$ cat src/sv/nlr_pkg.sv
// ----------------------------------------------------------------------------
// nlr_pkg
// Shared types, constants and table functions of the number literal recognizer.
// ----------------------------------------------------------------------------
`default_nettype none

package nlr_pkg;

	localparam int unsigned OUT_LEN_BITS = 16;
	localparam logic [OUT_LEN_BITS-1:0] OUT_LEN_MAX = 16'hFFFF;

	localparam logic [7:0] LOWER_BIT = 8'h20;
	localparam logic [7:0] CH_B      = 8'h62;
	localparam logic [7:0] CH_O      = 8'h6F;
	localparam logic [7:0] CH_X      = 8'h78;

	typedef enum logic [3:0] {
		Q_NONE  = 4'd0,
		Q_BAD   = 4'd1,
		Q_START = 4'd2,
		Q_DOT   = 4'd3,
		Q_ESIGN = 4'd4,
		Q_EXP   = 4'd5,
		Q_INT   = 4'd6,
		Q_EDIG  = 4'd7,
		Q_FRAC  = 4'd8,
		Q_ZERO  = 4'd9,
		Q_PHEX  = 4'd10,
		Q_POCT  = 4'd11,
		Q_PBIN  = 4'd12,
		Q_HEX   = 4'd13,
		Q_OCT   = 4'd14,
		Q_BIN   = 4'd15
	} scan_state_t;

	typedef enum logic [3:0] {
		K_OTH   = 4'd0,
		K_ZERO  = 4'd1,
		K_ONE   = 4'd2,
		K_LOW   = 4'd3,
		K_HIGH  = 4'd4,
		K_HEXL  = 4'd5,
		K_POINT = 4'd6,
		K_EXPL  = 4'd7,
		K_SIGN  = 4'd8,
		K_UNDER = 4'd9
	} char_class_t;

	typedef enum logic [1:0] {
		P_NONE = 2'd0,
		P_BIN  = 2'd1,
		P_OCT  = 2'd2,
		P_HEX  = 2'd3
	} prefix_t;

	typedef enum logic [2:0] {
		V_SCAN   = 3'd0,
		V_ACCEPT = 3'd1,
		V_REJECT = 3'd2,
		V_NODIG  = 3'd3,
		V_IDLE   = 3'd4
	} verdict_t;

	typedef struct packed {
		char_class_t cls;
		prefix_t     pfx;
		logic        begin_tok;
		logic        ended;
	} entry_t;

	function automatic char_class_t classify(input logic [7:0] c);
		char_class_t k;
		k = K_OTH;
		if (c == 8'h5F) k = K_UNDER;
		else if (c == 8'h2E) k = K_POINT;
		else if (c inside {8'h65, 8'h45}) k = K_EXPL;
		else if (c inside {8'h2B, 8'h2D}) k = K_SIGN;
		else if (c == 8'h30) k = K_ZERO;
		else if (c == 8'h31) k = K_ONE;
		else if (c inside {[8'h32:8'h37]}) k = K_LOW;
		else if (c inside {8'h38, 8'h39}) k = K_HIGH;
		else if (c inside {[8'h61:8'h66], [8'h41:8'h46]}) k = K_HEXL;
		return k;
	endfunction

	function automatic logic is_digit(input char_class_t k);
		return k inside {K_ZERO, K_ONE, K_LOW, K_HIGH};
	endfunction

	function automatic scan_state_t next_state(input scan_state_t q, input char_class_t k);
		scan_state_t n;
		logic        dig;
		dig = is_digit(k);
		n   = Q_BAD;
		if (k == K_OTH) begin
			n = Q_NONE;
		end else begin
			case (q)
				Q_NONE:  n = Q_NONE;
				Q_BAD:   n = (k inside {K_POINT, K_EXPL, K_SIGN}) ? Q_NONE : Q_BAD;
				Q_START: begin
					if (k == K_ZERO) n = Q_ZERO;
					else if (dig) n = Q_INT;
				end
				Q_DOT:   if (dig) n = Q_FRAC;
				Q_ESIGN: if (dig) n = Q_EDIG;
				Q_EXP: begin
					if (dig) n = Q_EDIG;
					else if (k == K_SIGN) n = Q_ESIGN;
				end
				Q_INT, Q_ZERO: begin
					if (dig || k == K_UNDER) n = Q_INT;
					else if (k == K_POINT) n = Q_DOT;
					else if (k == K_EXPL) n = Q_EXP;
				end
				Q_EDIG:  if (dig || k == K_UNDER) n = Q_EDIG;
				Q_FRAC: begin
					if (dig || k == K_UNDER) n = Q_FRAC;
					else if (k == K_EXPL) n = Q_EXP;
				end
				Q_PHEX:  if (dig || k == K_HEXL) n = Q_HEX;
				Q_POCT:  if (k inside {K_ZERO, K_ONE, K_LOW}) n = Q_OCT;
				Q_PBIN:  if (k inside {K_ZERO, K_ONE}) n = Q_BIN;
				Q_HEX:   if (dig || k inside {K_HEXL, K_EXPL, K_UNDER}) n = Q_HEX;
				Q_OCT:   if (k inside {K_ZERO, K_ONE, K_LOW, K_UNDER}) n = Q_OCT;
				Q_BIN:   if (k inside {K_ZERO, K_ONE, K_UNDER}) n = Q_BIN;
				default: n = Q_NONE;
			endcase
		end
		return n;
	endfunction

endpackage

`default_nettype wire

$ cat src/sv/nlr_front.sv
// ----------------------------------------------------------------------------
// nlr_front
// Accepts characters, classifies them and holds them in a short queue.
// ----------------------------------------------------------------------------
`default_nettype none

module nlr_front #(
	parameter int unsigned DEPTH = 4
) (
	input  wire logic          clk,
	input  wire logic          arst_n,
	input  wire logic [7:0]    char_code,
	input  wire logic          begin_token,
	input  wire logic          text_ended,
	input  wire logic          push,
	output logic               full,
	output logic               q_valid,
	output nlr_pkg::entry_t    q_head,
	input  wire logic          q_pop
);
	import nlr_pkg::*;

	localparam int unsigned PTR_W = (DEPTH > 1) ? $clog2(DEPTH) : 1;
	localparam int unsigned CNT_W = $clog2(DEPTH + 1);

	entry_t             mem [DEPTH];
	logic [PTR_W-1:0]   wr_ptr_q;
	logic [PTR_W-1:0]   rd_ptr_q;
	logic [CNT_W-1:0]   fill_q;
	logic               wr_en;
	logic [7:0]         low_char;
	entry_t             wr_entry;

	assign full    = (fill_q == CNT_W'(DEPTH));
	assign q_valid = (fill_q != '0);
	assign wr_en   = push && !full;
	assign q_head  = mem[rd_ptr_q];

	// prefix letters matched with the lower-case bit forced
	assign low_char = char_code | LOWER_BIT;

	always_comb begin
		wr_entry.cls       = classify(char_code);
		wr_entry.begin_tok = begin_token;
		wr_entry.ended     = text_ended;
		if (low_char == CH_B) wr_entry.pfx = P_BIN;
		else if (low_char == CH_O) wr_entry.pfx = P_OCT;
		else if (low_char == CH_X) wr_entry.pfx = P_HEX;
		else wr_entry.pfx = P_NONE;
	end

	always_ff @(posedge clk) begin
		if (wr_en) begin
			mem[wr_ptr_q] <= wr_entry;
		end
	end

	always_ff @(posedge clk or negedge arst_n) begin
		if (!arst_n) begin
			wr_ptr_q <= '0;
			rd_ptr_q <= '0;
			fill_q   <= '0;
		end else begin
			if (wr_en) begin
				wr_ptr_q <= (wr_ptr_q == PTR_W'(DEPTH - 1)) ? '0 : wr_ptr_q + PTR_W'(1);
			end
			if (q_pop) begin
				rd_ptr_q <= (rd_ptr_q == PTR_W'(DEPTH - 1)) ? '0 : rd_ptr_q + PTR_W'(1);
			end
			case ({wr_en, q_pop})
				2'b10:   fill_q <= fill_q + CNT_W'(1);
				2'b01:   fill_q <= fill_q - CNT_W'(1);
				default: fill_q <= fill_q;
			endcase
		end
	end

endmodule

`default_nettype wire

$ cat src/sv/nlr_back.sv
// ----------------------------------------------------------------------------
// nlr_back
// Runs the literal scanner over queued beats and registers one result each.
// ----------------------------------------------------------------------------
`default_nettype none

module nlr_back #(
	parameter int unsigned LENGTH_BITS = 16
) (
	input  wire logic                          clk,
	input  wire logic                          arst_n,
	input  wire logic                          q_valid,
	input  wire nlr_pkg::entry_t               q_head,
	output logic                               q_pop,
	output logic                               empty,
	input  wire logic                          pop,
	output logic [2:0]                         verdict,
	output logic [nlr_pkg::OUT_LEN_BITS-1:0]   token_length
);
	import nlr_pkg::*;

	scan_state_t              state_q;
	logic                     active_q;
	logic [LENGTH_BITS-1:0]   count_q;
	logic                     out_valid_q;
	verdict_t                 verdict_q;
	logic [OUT_LEN_BITS-1:0]  len_q;

	logic                     take;
	scan_state_t              tab_state;
	scan_state_t              state_d;
	logic                     active_d;
	logic [LENGTH_BITS-1:0]   count_d;
	logic [LENGTH_BITS-1:0]   count_inc;
	verdict_t                 res_verdict;
	logic [OUT_LEN_BITS-1:0]  res_len;
	logic [OUT_LEN_BITS-1:0]  close_len;
	verdict_t                 close_verdict;

	assign take         = q_valid && (!out_valid_q || pop);
	assign q_pop        = take;
	assign empty        = !out_valid_q;
	assign verdict      = verdict_q;
	assign token_length = len_q;

	assign count_inc = (&count_q) ? count_q : count_q + LENGTH_BITS'(1);
	assign tab_state = next_state(state_q, q_head.cls);

	generate
		if (LENGTH_BITS > OUT_LEN_BITS) begin : g_len_sat
			assign close_len = (count_q > LENGTH_BITS'(OUT_LEN_MAX)) ? OUT_LEN_MAX
			                 : count_q[OUT_LEN_BITS-1:0];
		end else begin : g_len_ext
			assign close_len = OUT_LEN_BITS'(count_q);
		end
	endgenerate

	assign close_verdict = (state_q >= Q_INT) ? V_ACCEPT : V_REJECT;

	always_comb begin
		state_d     = state_q;
		active_d    = active_q;
		count_d     = count_q;
		res_verdict = V_SCAN;
		res_len     = '0;
		if (q_head.ended) begin
			if (active_q) begin
				res_verdict = close_verdict;
				res_len     = (close_verdict == V_ACCEPT) ? close_len : '0;
				state_d     = Q_NONE;
				active_d    = 1'b0;
				count_d     = '0;
			end else begin
				res_verdict = V_IDLE;
			end
		end else if (q_head.begin_tok) begin
			if (!is_digit(q_head.cls)) begin
				res_verdict = V_NODIG;
				state_d     = Q_NONE;
				active_d    = 1'b0;
				count_d     = '0;
			end else begin
				state_d  = next_state(Q_START, q_head.cls);
				active_d = 1'b1;
				count_d  = LENGTH_BITS'(1);
			end
		end else if (!active_q) begin
			res_verdict = V_IDLE;
		end else if (state_q == Q_ZERO && q_head.pfx != P_NONE) begin
			case (q_head.pfx)
				P_BIN:   state_d = Q_BIN;
				P_OCT:   state_d = Q_OCT;
				default: state_d = Q_HEX;
			endcase
			count_d = count_inc;
		end else if (tab_state == Q_NONE) begin
			res_verdict = close_verdict;
			res_len     = (close_verdict == V_ACCEPT) ? close_len : '0;
			state_d     = Q_NONE;
			active_d    = 1'b0;
			count_d     = '0;
		end else if (tab_state == Q_BAD) begin
			res_verdict = V_REJECT;
			state_d     = Q_NONE;
			active_d    = 1'b0;
			count_d     = '0;
		end else begin
			state_d = tab_state;
			count_d = count_inc;
		end
	end

	always_ff @(posedge clk or negedge arst_n) begin
		if (!arst_n) begin
			state_q     <= Q_NONE;
			active_q    <= 1'b0;
			count_q     <= '0;
			out_valid_q <= 1'b0;
		end else begin
			if (take) begin
				state_q  <= state_d;
				active_q <= active_d;
				count_q  <= count_d;
			end
			if (take) out_valid_q <= 1'b1;
			else if (pop) out_valid_q <= 1'b0;
		end
	end

	always_ff @(posedge clk) begin
		if (take) begin
			verdict_q <= res_verdict;
			len_q     <= res_len;
		end
	end

	// an open candidate always sits in a live scan state
	assert property (@(posedge clk) disable iff (!arst_n)
		active_q |-> (state_q != Q_NONE && state_q != Q_BAD && count_q != '0))
		else $error("open candidate in dead scan state");

	// idle scanner holds no leftovers
	assert property (@(posedge clk) disable iff (!arst_n)
		!active_q |-> (state_q == Q_NONE && count_q == '0))
		else $error("idle scanner not cleared");

	// length only reported with an accepted token
	assert property (@(posedge clk) disable iff (!arst_n)
		(out_valid_q && verdict_q != V_ACCEPT) |-> (len_q == '0))
		else $error("length on non-accepted result");

	// a taken beat leaves a result waiting
	assert property (@(posedge clk) disable iff (!arst_n)
		take |=> out_valid_q)
		else $error("taken beat lost its result");

	// no beat taken while the held result is stalled
	assert property (@(posedge clk) disable iff (!arst_n)
		(out_valid_q && !pop) |-> !take)
		else $error("result overwritten while stalled");

endmodule

`default_nettype wire

$ cat src/sv/number_literal_recognizer_top.sv
// ----------------------------------------------------------------------------
// number_literal_recognizer_top
// Character-serial recogniser for decimal, fractional, exponent and prefixed
// number literals.
// ----------------------------------------------------------------------------
// Input side is a queue: drive char_code, begin_token and text_ended with
// push; a beat is taken at a clock edge where push is high and full is low.
// Output side is a queue: while empty is low the oldest result is on verdict
// and token_length; it is taken at a clock edge where pop is high and empty
// is low.
// Every input beat gives exactly one result beat, in order.
// A beat taken at the input is written into the queue memory, then into the
// result register by the scanner when the path is free. Throughput: one beat
// per cycle while results are taken, set by the back-end scanner update.
// A QUEUE_DEPTH-entry queue sits between the classifier and the scanner, so
// the input keeps taking beats while a result waits; when pop stays low the
// queue fills and full rises.
// Reset empties the queue and the result register and leaves the scanner
// idle with zero length.
// ----------------------------------------------------------------------------
`default_nettype none

module number_literal_recognizer_top #(
	parameter int unsigned LENGTH_BITS = 16,
	parameter int unsigned QUEUE_DEPTH = 4
) (
	input  wire logic                          clk,
	input  wire logic                          arst_n,
	input  wire logic [7:0]                    char_code,
	input  wire logic                          begin_token,
	input  wire logic                          text_ended,
	input  wire logic                          push,
	output logic                               full,
	output logic                               empty,
	input  wire logic                          pop,
	output logic [2:0]                         verdict,
	output logic [nlr_pkg::OUT_LEN_BITS-1:0]   token_length
);
	import nlr_pkg::*;

	logic   q_valid;
	logic   q_pop;
	entry_t q_head;

	nlr_front #(
		.DEPTH (QUEUE_DEPTH)
	) u_front (
		.clk         (clk),
		.arst_n      (arst_n),
		.char_code   (char_code),
		.begin_token (begin_token),
		.text_ended  (text_ended),
		.push        (push),
		.full        (full),
		.q_valid     (q_valid),
		.q_head      (q_head),
		.q_pop       (q_pop)
	);

	nlr_back #(
		.LENGTH_BITS (LENGTH_BITS)
	) u_back (
		.clk          (clk),
		.arst_n       (arst_n),
		.q_valid      (q_valid),
		.q_head       (q_head),
		.q_pop        (q_pop),
		.empty        (empty),
		.pop          (pop),
		.verdict      (verdict),
		.token_length (token_length)
	);

endmodule

`default_nettype wire
$ cat config.mk
export PLATFORM = sky130hd
export DESIGN_NAME = number_literal_recognizer_top
export DESIGN_NICKNAME = d
export VERILOG_FILES = /design/src/sv/nlr_pkg.sv /design/src/sv/nlr_front.sv /design/src/sv/nlr_back.sv /design/src/sv/number_literal_recognizer_top.sv
export SDC_FILE = /design/constraint.sdc
export NUM_CORES = 1
export LEC_CHECK = 0
export ABC_AREA = 1
export BUFFER_PORTS_ARGS = -buffer_cell sky130_fd_sc_hd__clkbuf_2
export CAP_MARGIN = 20
export CORE_ASPECT_RATIO = 0.75
export CORE_MARGIN = 5
export CORE_UTILIZATION = 55
export CTS_BUF_LIST = sky130_fd_sc_hd__clkbuf_16
export CTS_CLUSTER_SIZE = 10
export DETAILED_ROUTE_END_ITERATION = 6
export HOLD_SLACK_MARGIN = 0.02
export PLACE_DENSITY = 0.79
export SLEW_MARGIN = 20
export SYNTH_ARGS = -nofsm -noshare
export SYNTH_HDL_FRONTEND = slang
export SYNTH_SLANG_ARGS = --single-unit
$ cat constraint.sdc
create_clock -name clk -period 4.85 [get_ports clk]
set_input_delay 1.455 -clock clk [delete_from_list [all_inputs] [get_ports clk]]
set_output_delay 1.455 -clock clk [all_outputs]
set_load 0.1 [all_outputs]
==> results of run 1 <==
-- worst max-delay path by stage --
stage               depth (start not counted)  slack [ns]              endpoint           startpoint
finish                                     12        1.71  u_back.close_len[14]                  pop
global route                               19        1.43     u_back.verdict[0]  u_front.rd_ptr_q[0]
CTS                                        12        1.71  u_back.close_len[14]                  pop
detailed placement                         12        1.37  u_back.close_len[14]                  pop
global placement                           12        1.53   u_back.close_len[9]                  pop
floorplan                                   9        0.73     u_front.fill_q[2]    u_front.fill_q[0]
-- state kept, by name, summed over array words and instances (netlist names) --
name	count
u_back.state_q	4
u_front.wr_ptr_q	2
u_front.fill_q	3
u_back.out_valid_q	1
u_back.active_q	1
u_back.verdict	3
u_back.token_length	16
u_front.rd_ptr_q	2
u_front.mem	32
u_back.close_len	16
-- power by group through the flow --
| stage | combinational (mW) | clock [mW] | sequential (mW) |
|---|---|---|---|
| 4_1_cts | 1.80 | 0.729 | 1.02 |
| 6_report | 1.81 | 0.722 | 1.02 |
| 3_5_place_dp | 1.79 | 0 | 1.04 |
| 2_1_floorplan | 1.07 | 0 | 1.42 |
| 5_1_grt | 1.98 | 0.763 | 1.04 |
| 3_3_place_gp | 1.75 | 0 | 1.03 |
-- Yosys cell counts (4+ instances only) --
library cell and count:
o22ai_1 14, inv_1 75, nand3_1 42, nand2_2 9, nor2_1 67, edfxtp_1 51, nand2_4 4, nand3_2 4
nor2_2 17, ha_1 9, nor3_1 11, nand4_1 7, dfrtp_1 29, a21oi_1 14, buf_6 5, xor2_1 5
o21ai_1 4, inv_2 6, o21ai_0 29, nand2_1 130
-- metrics by stage --
step                instances  worst slack [ns]  area, sq um  hold WS, ns
floorplan                 552             0.731         4560        0.469
global placement          683              1.53         4800        0.493
detailed placement        683              1.37         4800        0.521
CTS                       699              1.71         5120        0.533
global route              699              1.43         5120        0.551
finish                    699              1.71         5120        0.521
-- per-layer routing --
metal / global-route usage / wire [um] / up-vias
li1: - / - / 1895
met1: 0.298 / 4640 / 1749
met2: 0.326 / 4520 / 132
met3: 0.0554 / 740 / 15
met4: 0.0629 / 139 / 0
met5: 0 / 0 / -
-- layout make-up --
type                    count  area [sq um]
clock buffers               9           225
clock inverters             7          95.1
fillers                   661          2870
inverters                  83           317
multi-input cells         380          1920
flip-flops and latches     80          2260
well taps                 105           131
repair buffers             35           178
-- cell families (layout without fill, tap and decap cells) --
group,Yosys count,in the layout,share of synthesized area
flip-flops,80,80,0.495
buffers and inverters,92,134,0.0867
adder cells (fa/ha/maj),10,10,0.0291
AO/OA/AOI/OAI,70,70,0.0886
AND/OR/NAND/NOR,294,294,0.289
XOR/XNOR,6,6,0.0115
-- worst reg2reg max path, cell delays in order, from the launching register on --
cell	delay, ns
dfrtp_1	0.81
inv_6	0.16
nand2_1	0.13
nand2_1	0.06
nand2_1	0.06
nand2_1	0.07
nor2_2	0.19
nand2_2	0.13
nand2_4	0.15
nand2_1	0.11
nor2_1	0.17
nor2_1	0.07
nand2_1	0.11
nor2_2	0.07
inv_2	0.07
nor2_2	0.04
nand3_2	0.07
nand2_2	0.06
nand2_4	0.22
nor2_1	0.12
==> impl_metrics.py, run 1 <==
metrics = {
    "clock_tree": {
        "clock_latency_ns": 0.34,
        "cts_tree": "built",
        "cts_hold_buf": 0,
        "htreeDepth": 3,
        "clockBufferDepth": 2,
        "clk_pin_slew_ns": 0.06,
        "cts_root_buf": "clkbuf_16",
        "cts.sinks": 80,
        "cts_buffers": 9,
        "cts_resized": 0,
        "cts_setup_buffers": 0,
    },
    "critical_path": {
        "crit_arrival_ns": 3.38,
        "critPathBufInv": 5,
        "cpPeakStageDelay_ns": 0.44,
        "rr_endpoint": "u_back.token_length[2]",
        "crit_type": "input pin to register",
        "slowest_stage": "nor2_4",
        "crit_required_ns": 5.09,
        "r2r_cells": 19,
        "cp-end-kind": "register",
        "cp-start-kind": "input pin",
        "cp_max_fo": 25,
        "cp_top_family": "simple AND/OR/NAND/NOR gates",
        "reg2reg_from": "u_front.rd_ptr_q[0]",
        "regToRegSetupSlack_ns": 1.73,
        "crit_chain": "clkbuf_2, nor2_1, a31oi_2, buf_4, inv_1, nor2_4, inv_2, nor2_2, nand2_1, clkinv_1, nand2_4, o22ai_1",
    },
    "place": {
        "dp_hpwl_um": 7510,
        "place_congestion": 0.894,
        "io_buffers": 34,
    },
    "die": {
        "fp.dieW_um": 115,
        "initial_core_util": 0.571,
        "core-area_sq_mm": 0.00799,
        "dieHeight_um": 88.9,
        "dieArea_sq_mm": 0.0102,
        "num_io_pins": 35,
        "row_count": 28,
    },
    "synthesis": {
        "synth_nets": 576,
        "synth_edf_count": 51,
        "synth_top_area_frac": 0.336,
        "yosysTopAreaCell": "edfxtp_1",
        "synthCells": 552,
        "async_flop_share": 0.363,
        "yosysWarningCount": 0,
        "syn-cell-area_sq_mm": 0.00456,
        "synthFlopType": "edfxtp_1",
        "ys_top_cells_by_area": "edfxtp_1 34%, dfrtp_1 16%, nand2_1 11%",
        "synth_seq_cells": 80,
        "ys_types": 35,
        "synth-seq-area-share": 0.495,
        "avgSynthCellArea_sq_um": 8.26,
    },
    "routing": {
        "firstDrtPassIters": 5,
        "via_per_inst": 5.42,
        "drtAntennaViolNets": 0,
        "routedWlPerCell_um": 14.4,
        "drt_iter0_drc": 289,
        "routed-via-count": 3791,
        "remaining_drc_errors": 0,
        "drt-total-wl_um": 10000,
    },
    "timing": {
        "worstMarginPinSlew_ns": 0.845,
        "rsz0062_at_grt": "false",
        "fin_setup_tns_ns": 0,
        "setup_viol": 0,
        "timing.final.crit_share": 0.647,
        "final.setup_skew_ns": 0.00884,
        "relSlewSlack": 0.435,
        "fin_crit_ns": 3.14,
        "hold_viol": 0,
        "max_clock_freq_ghz": 0.318,
        "slew_violations": 0,
    },
    "pwr": {
        "p_int_mw": 1.78,
        "leakage_nw": 2.31,
        "p_comb_frac": 0.509,
        "power.share.clock": 0.203,
        "p_sw_frac": 0.500,
        "p_total_mw": 3.55,
        "seqPwrFrac": 0.288,
        "cellPowerDensity_mw_per_mm2": 694,
        "switchingPower_mw": 1.77,
        "ir_drop_mv": 0.468,
    },
    "global_routing": {
        "grt_max_degree": 30,
        "grt_pass1_wl_um": 17000,
        "grt-ovfl-total": 0,
        "globalRouteTotalUtil": 0.212,
        "antenna_found_initial": 0,
        "grt_pass1_vias": 3566,
    },
    "worst_hold_path": {
        "min_to": "u_front.fill_q[0]",
        "hp-class": "register to register",
        "worstHoldStart": "u_front.fill_q[0]",
        "hold_path_depth": 1,
    },
    "layout": {
        "postLayoutCoreUtil": 0.641,
        "final_common_cell": "nand2_1",
        "nets": 613,
        "insertedDiodeCount": 0,
        "final_cell_mix": "130 x nand2_1, 76 x inv_1, 67 x nor2_1",
        "syn_to_final_growth_pct": 12.2,
        "drive_above_1_share": 0.158,
    },
    "run_status": {
        "run_status": "complete, no violations",
    },
    "job": {
        "drv_cap": 0,
    },
}
No activity file was read; power rests on OpenSTA's default activity.
==> run 2, diff against run 1 <==
==> constraint.sdc (replaced) <==
create_clock -name clk -period 3.21 [get_ports clk]
set_input_delay 0.963 -clock clk [delete_from_list [all_inputs] [get_ports clk]]
set_output_delay 0.963 -clock clk [all_outputs]
set_load 0.1 [all_outputs]
==> run 2 against run 1 <==
Compared with the run above:
- non-clock buffer count rose by 4
- critical endpoint is now u_back.close_len[13]
- combinational power increased by 52%
- clock skew is 0.00065 ns lower
- critical path depth increased by 3
- register-to-register slack worse by 1.2 ns
- core utilization is 0.19 points lower
- worst hold slack got worse by 0.0092 ns
- power rose by 47%
- global-route usage is 0.77 points lower
- routed wire length fell by 1.4%
==> impl_metrics.py, run 2 (same netlist as run 1, synthesis figures left out) <==
metrics = {
    "run_status": {
        "run_status": "complete, no violations",
    },
    "layout": {
        "final_common_cell": "nand2_1",
        "fillers": 653,
        "final_cells": 703,
        "insertedDiodeCount": 0,
        "final_cell_mix": "130 x nand2_1, 75 x inv_1, 67 x nor2_1",
        "register_area_sq_mm": 0.00226,
        "largest_register_ffs": 32,
        "multi_input_area_sq_mm": 0.00192,
        "top_register": "u_front.mem",
        "drive_above_1_share": 0.166,
        "nets": 617,
        "syn_to_final_growth_pct": 11.9,
    },
    "place": {
        "io_buffers": 34,
        "dp.cells": 687,
        "place_congestion": 0.928,
        "dp_hpwl_um": 7440,
    },
    "routing": {
        "via_per_inst": 5.41,
        "firstDrtPassIters": 5,
        "routedWlPerCell_um": 14.1,
        "drt_iter0_drc": 386,
        "drt-total-wl_um": 9890,
        "remaining_drc_errors": 0,
        "routed-via-count": 3803,
        "drtAntennaViolNets": 0,
    },
    "die": {
        "core-area_sq_mm": 0.00799,
        "row_count": 28,
        "dieHeight_um": 88.9,
        "initial_core_util": 0.571,
        "fp.dieW_um": 115,
        "dieArea_sq_mm": 0.0102,
        "num_io_pins": 35,
    },
    "clock_tree": {
        "cts_buffers": 9,
        "cts_resized": 0,
        "clockBufferDepth": 2,
        "cts_setup_buffers": 0,
        "cts_root_buf": "clkbuf_16",
        "cts_hold_buf": 0,
        "htreeDepth": 3,
        "clk_pin_slew_ns": 0.06,
        "cts.sinks": 80,
        "cts_tree": "built",
        "clock_latency_ns": 0.33,
    },
    "critical_path": {
        "cp_top_family": "simple AND/OR/NAND/NOR gates",
        "crit_arrival_ns": 2.93,
        "cp-start-kind": "register",
        "crit_required_ns": 3.41,
        "critPathCapture": "u_back.close_len[13]",
        "regToRegSetupSlack_ns": 0.48,
        "crit_type": "register to register",
        "r2r_cells": 15,
        "cpPeakStageDelay_ns": 0.62,
        "crit_chain": "inv_6, nand2_1, nand3_2, nand2_2, nand2_2, nand2_4, nand2_2, nand3_1, nand3_1, nor2_1, nand3_2, nor2_2, nand2_2, nand2_4, o22ai_1",
        "rr_endpoint": "u_back.close_len[13]",
        "cp-end-kind": "register",
        "reg2reg_from": "u_front.rd_ptr_q[0]",
        "slowest_stage": "dfrtp_1",
        "cp_max_fo": 18,
        "cpMostUsedCell": "nand2_2",
        "critPathBufInv": 1,
        "cp.depth": 15,
        "worstSetupStartpoint": "u_front.rd_ptr_q[0]",
    },
    "global_routing": {
        "grt_max_degree": 30,
        "grt_pass1_vias": 3475,
        "grt-ovfl-total": 0,
        "grt_pass1_wl_um": 16600,
        "antenna_found_initial": 0,
        "globalRouteTotalUtil": 0.204,
    },
    "timing": {
        "rsz0062_at_grt": "false",
        "fin_crit_ns": 2.73,
        "hold_viol": 0,
        "max_clock_freq_ghz": 0.367,
        "timing.final.crit_share": 0.850,
        "setup_viol": 0,
        "worstMarginPinSlew_ns": 0.812,
        "fin_setup_tns_ns": 0,
        "relSlewSlack": 0.458,
        "slew_violations": 0,
        "final.setup_skew_ns": 0.00818,
    },
    "pwr": {
        "leakage_nw": 2.31,
        "ir_drop_mv": 0.614,
        "cellPowerDensity_mw_per_mm2": 1020,
    },
    "worst_hold_path": {
        "hp-class": "register to register",
    },
    "job": {
        "drv_cap": 0,
    },
}
run 2: cell types whose count changed in the layout (fill, tap and decap cells not counted):
cell,delta
inv_6,+1
bufinv_16,-2
nor3_1,-1
inv_1,-1
clkinv_4,-1
clkinv_2,+2
nor3_2,+1
clkinv_1,+1
buf_4,+4
run 2: area by class of cell:
class	instances	share of cell area
Clock buffer	9	0.0441
Clock inverter	7	0.00883
Inverter	83	0.0620
Multi-Input combinational cell	380	0.376
Sequential cell	80	0.442
Tap cell	105	0.0257
Timing Repair Buffer	39	0.0407
run 2: worst reg2reg max path: cells and delay by family, from the launching register on:
family	cells	cell delay, ns
flops	1	0.62
buf+inv	1	0.13
simple gates	13	1.75
compound gates	1	0.10
run 2: per-layer routing:
layer / global-route usage / up-vias / wire, um
li1: - / 1896 / -
met1: 0.308 / 1720 / 4810
met4: 0.0576 / 0 / 108
met5: 0 / - / 0
met2: 0.303 / 173 / 4200
met3: 0.0376 / 14 / 769
run 2: worst min path at each step:
stage	depth (start not counted)	startpoint	endpoint
2_1_floorplan	1	u_front.fill_q[0]	u_front.fill_q[0]
3_3_place_gp	1	u_front.fill_q[0]	u_front.fill_q[0]
3_5_place_dp	1	u_front.fill_q[0]	u_front.fill_q[0]
4_1_cts	1	u_front.fill_q[0]	u_front.fill_q[0]
5_1_grt	1	u_front.fill_q[0]	u_front.fill_q[0]
6_report	1	u_front.fill_q[0]	u_front.fill_q[0]
run 2: where the power goes:
part	leakage, nW	switching (mW)	internal (mW)
Combinational	1.29	2.11	0.643
Sequential	0.883	0.148	1.39
Clock	0.137	0.399	0.523
Total	2.31	2.66	2.55
run 2: per-stage QoR:
| step | util | instance area [sq um] | total power, mW | setup slack, ns | hold slack [ns] |
|---|---|---|---|---|---|
| 5_1_grt | 0.639 | 5100 | 5.56 | 0.223 | 0.552 |
| 2_1_floorplan | - | 4570 | 3.77 | 0.0744 | 0.486 |
| 6_report | 0.639 | 5100 | 5.21 | 0.483 | 0.512 |
| 3_3_place_gp | 0.605 | 4830 | 4.22 | 0.588 | 0.504 |
| 4_1_cts | 0.639 | 5100 | 5.21 | 0.510 | 0.515 |
| 3_5_place_dp | 0.605 | 4830 | 4.28 | 0.532 | 0.503 |
==> run 3, diff against run 2 <==
--- a/config.mk
+++ b/config.mk
@@ -15,7 +15,7 @@
 export CTS_CLUSTER_SIZE = 10
 export DETAILED_ROUTE_END_ITERATION = 6
 export HOLD_SLACK_MARGIN = 0.02
-export PLACE_DENSITY = 0.79
+export PLACE_DENSITY = 0.82
 export SLEW_MARGIN = 20
 export SYNTH_ARGS = -nofsm -noshare
 export SYNTH_HDL_FRONTEND = slang
==> constraint.sdc (replaced) <==
create_clock -name clk -period 2.31 [get_ports clk]
set_input_delay 0.693 -clock clk [delete_from_list [all_inputs] [get_ports clk]]
set_output_delay 0.693 -clock clk [all_outputs]
set_load 0.1 [all_outputs]
==> run 3 against run 2 <==
Compared with the run above:
- the run now ends with negative setup slack left
- clock skew grew 0.0017 ns
- sequential cell count stayed put
- worst hold slack got worse by 0.095 ns
- global-route usage grew 2.5 points
- via count is 11% higher
- highest routed layer unchanged
- setup slack got worse by 0.78 ns
- largest cell class is now multi-input combinational cells
- fmax increased by 4.6%
==> impl_metrics.py, run 3 (same netlist as run 1, synthesis figures left out) <==
metrics = {
    "job": {
        "drv_cap": 0,
    },
    "clock_tree": {
        "clock_latency_ns": 0.34,
        "cts_buffers": 9,
        "cts.sinks": 80,
        "clk_pin_slew_ns": 0.07,
        "clockBufferDepth": 2,
        "cts_hold_buf": 0,
        "htreeDepth": 3,
        "cts_tree": "built",
        "cts_root_buf": "clkbuf_16",
    },
    "die": {
        "dieArea_sq_mm": 0.0102,
        "fp.dieW_um": 115,
        "initial_core_util": 0.571,
        "row_count": 28,
        "num_io_pins": 35,
        "core-area_sq_mm": 0.00799,
        "dieHeight_um": 88.9,
    },
    "critical_path": {
        "cp_max_fo": 8,
        "cp-end-kind": "register",
        "crit_required_ns": 2.52,
        "slowest_stage": "dfrtp_1",
        "crit_type": "register to register",
        "cp_top_family": "simple AND/OR/NAND/NOR gates",
        "crit_chain": "clkbuf_16, nand2_1, nand3_4, nand2_4, nand2_8, inv_4, nand2_4, nand2_8, o21ai_2, o21ai_2, nor2_1, nand2_1, nor2_2, inv_2, nor2_2, nand3_2, nand2_4, nand2_8, nor2_4",
        "cpPeakStageDelay_ns": 0.44,
        "cp-start-kind": "register",
        "critPathBufInv": 3,
        "crit_arrival_ns": 2.81,
        "cp.depth": 19,
        "r2r_cells": 19,
    },
    "timing": {
        "hold_ws_ns": 0.417,
        "fin_setup_tns_ns": -8.78,
        "rsz0062_at_grt": "true",
        "fin_ws_ns": -0.296,
        "slew_violations": 0,
        "fin_crit_ns": 2.61,
        "timing.final.crit_share": 1.13,
        "setup_viol": 36,
        "hold_viol": 0,
        "worstMarginPinSlew_ns": 0.929,
        "final.setup_skew_ns": 0.00993,
        "max_clock_freq_ghz": 0.384,
        "relSlewSlack": 0.379,
    },
    "global_routing": {
        "grt_pass1_wl_um": 18300,
        "grt-ovfl-total": 0,
        "antenna_found_initial": 0,
        "grt_max_degree": 30,
        "grt_pass1_vias": 3838,
        "globalRouteTotalUtil": 0.229,
    },
    "routing": {
        "firstDrtPassIters": 7,
        "remaining_drc_errors": 0,
        "drtAntennaViolNets": 0,
        "via_per_inst": 5.62,
        "routed-via-count": 4206,
        "drt_iter0_drc": 325,
        "drt-total-wl_um": 11600,
        "routedWlPerCell_um": 15.5,
    },
    "layout": {
        "final_cell_mix": "106 x nand2_1, 71 x inv_1, 52 x nor2_1",
        "syn_to_final_growth_pct": 31.1,
        "final_common_cell": "nand2_1",
        "nets": 662,
        "insertedDiodeCount": 0,
        "top_register": "u_front.mem",
        "largest_register_ffs": 32,
        "final_cells": 748,
        "fillers": 536,
        "drive_above_1_share": 0.316,
        "postLayoutCoreUtil": 0.749,
    },
    "pwr": {
        "leakage_nw": 2.64,
        "p_comb_frac": 0.596,
        "switchingPower_mw": 4.51,
        "seqPwrFrac": 0.234,
        "ir_drop_mv": 0.899,
        "p_int_mw": 4.63,
        "p_sw_frac": 0.493,
        "cellPowerDensity_mw_per_mm2": 1530,
        "power.share.clock": 0.170,
    },
    "worst_hold_path": {
        "hp-class": "input pin to async pin",
    },
    "place": {
        "place_congestion": 1.00,
        "dp.cells": 716,
        "io_buffers": 34,
        "dp_hpwl_um": 7650,
    },
    "run_status": {
        "run_status": "finished with violations",
        "violations": "negative setup slack",
    },
}
run 3: stage by stage:
stage | total power [mW] | area (sq um) | setup slack, ns
finish | 9.14 | 5980 | -0.296
detailed placement | 6.46 | 5100 | -0.175
floorplan | 5.31 | 4610 | -0.180
CTS | 8.43 | 5630 | -0.116
global placement | 6.37 | 5100 | -0.0975
global route | 9.68 | 5980 | -0.443
run 3: layout make-up:
cell class,count,area (sq um),share of cell area
tap,105,131,0.0220
clock buffer,9,225,0.0377
timing repair buffer,81,553,0.0925
inverter,83,333,0.0556
sequential,80,2260,0.378
timing repair inverter,1,16.3,0.00272
multi-input combinational,382,2360,0.395
clock inverter,7,101,0.0169
run 3: routing by layer:
metal  track usage  wire (um)  up-vias
met5             0          0        -
met4        0.0704        241        0
met3        0.0355        840       31
met2         0.376       5640      211
met1         0.317       4910     1969
li1              -          -     1995
run 3: worst paths after layout:
kind	start	end	slack (ns)
worst max-delay path	u_front.rd_ptr_q[0]	u_back.token_length[11]	-0.30
worst min-delay path	arst_n	u_back.close_len[8]	0.42
worst max register to register	u_front.rd_ptr_q[0]	u_back.token_length[11]	-0.30
worst min register to register	u_front.fill_q[0]	u_front.fill_q[0]	0.55
max in group asynchronous	arst_n	u_front.rd_ptr_q[1]	1.35
min in group clk	u_front.fill_q[0]	u_front.fill_q[0]	0.55
run 3: what timing repair did:
action / CTS / global route
resized for setup: 36 / 66
gates cloned: 2 / 2
setup buffers: 4 / 8
pin swaps: 12 / 29
endpoints found under the setup margin: 36 / 37
run 3: power by group through the flow:
stage / Sequential [mW] / Clock (mW) / Combinational, mW
2_1_floorplan: 2.99 / 0 / 2.32
3_3_place_gp: 2.12 / 0 / 4.25
6_report: 2.14 / 1.55 / 5.45
5_1_grt: 2.17 / 1.64 / 5.87
3_5_place_dp: 2.13 / 0 / 4.33
4_1_cts: 2.11 / 1.56 / 4.76
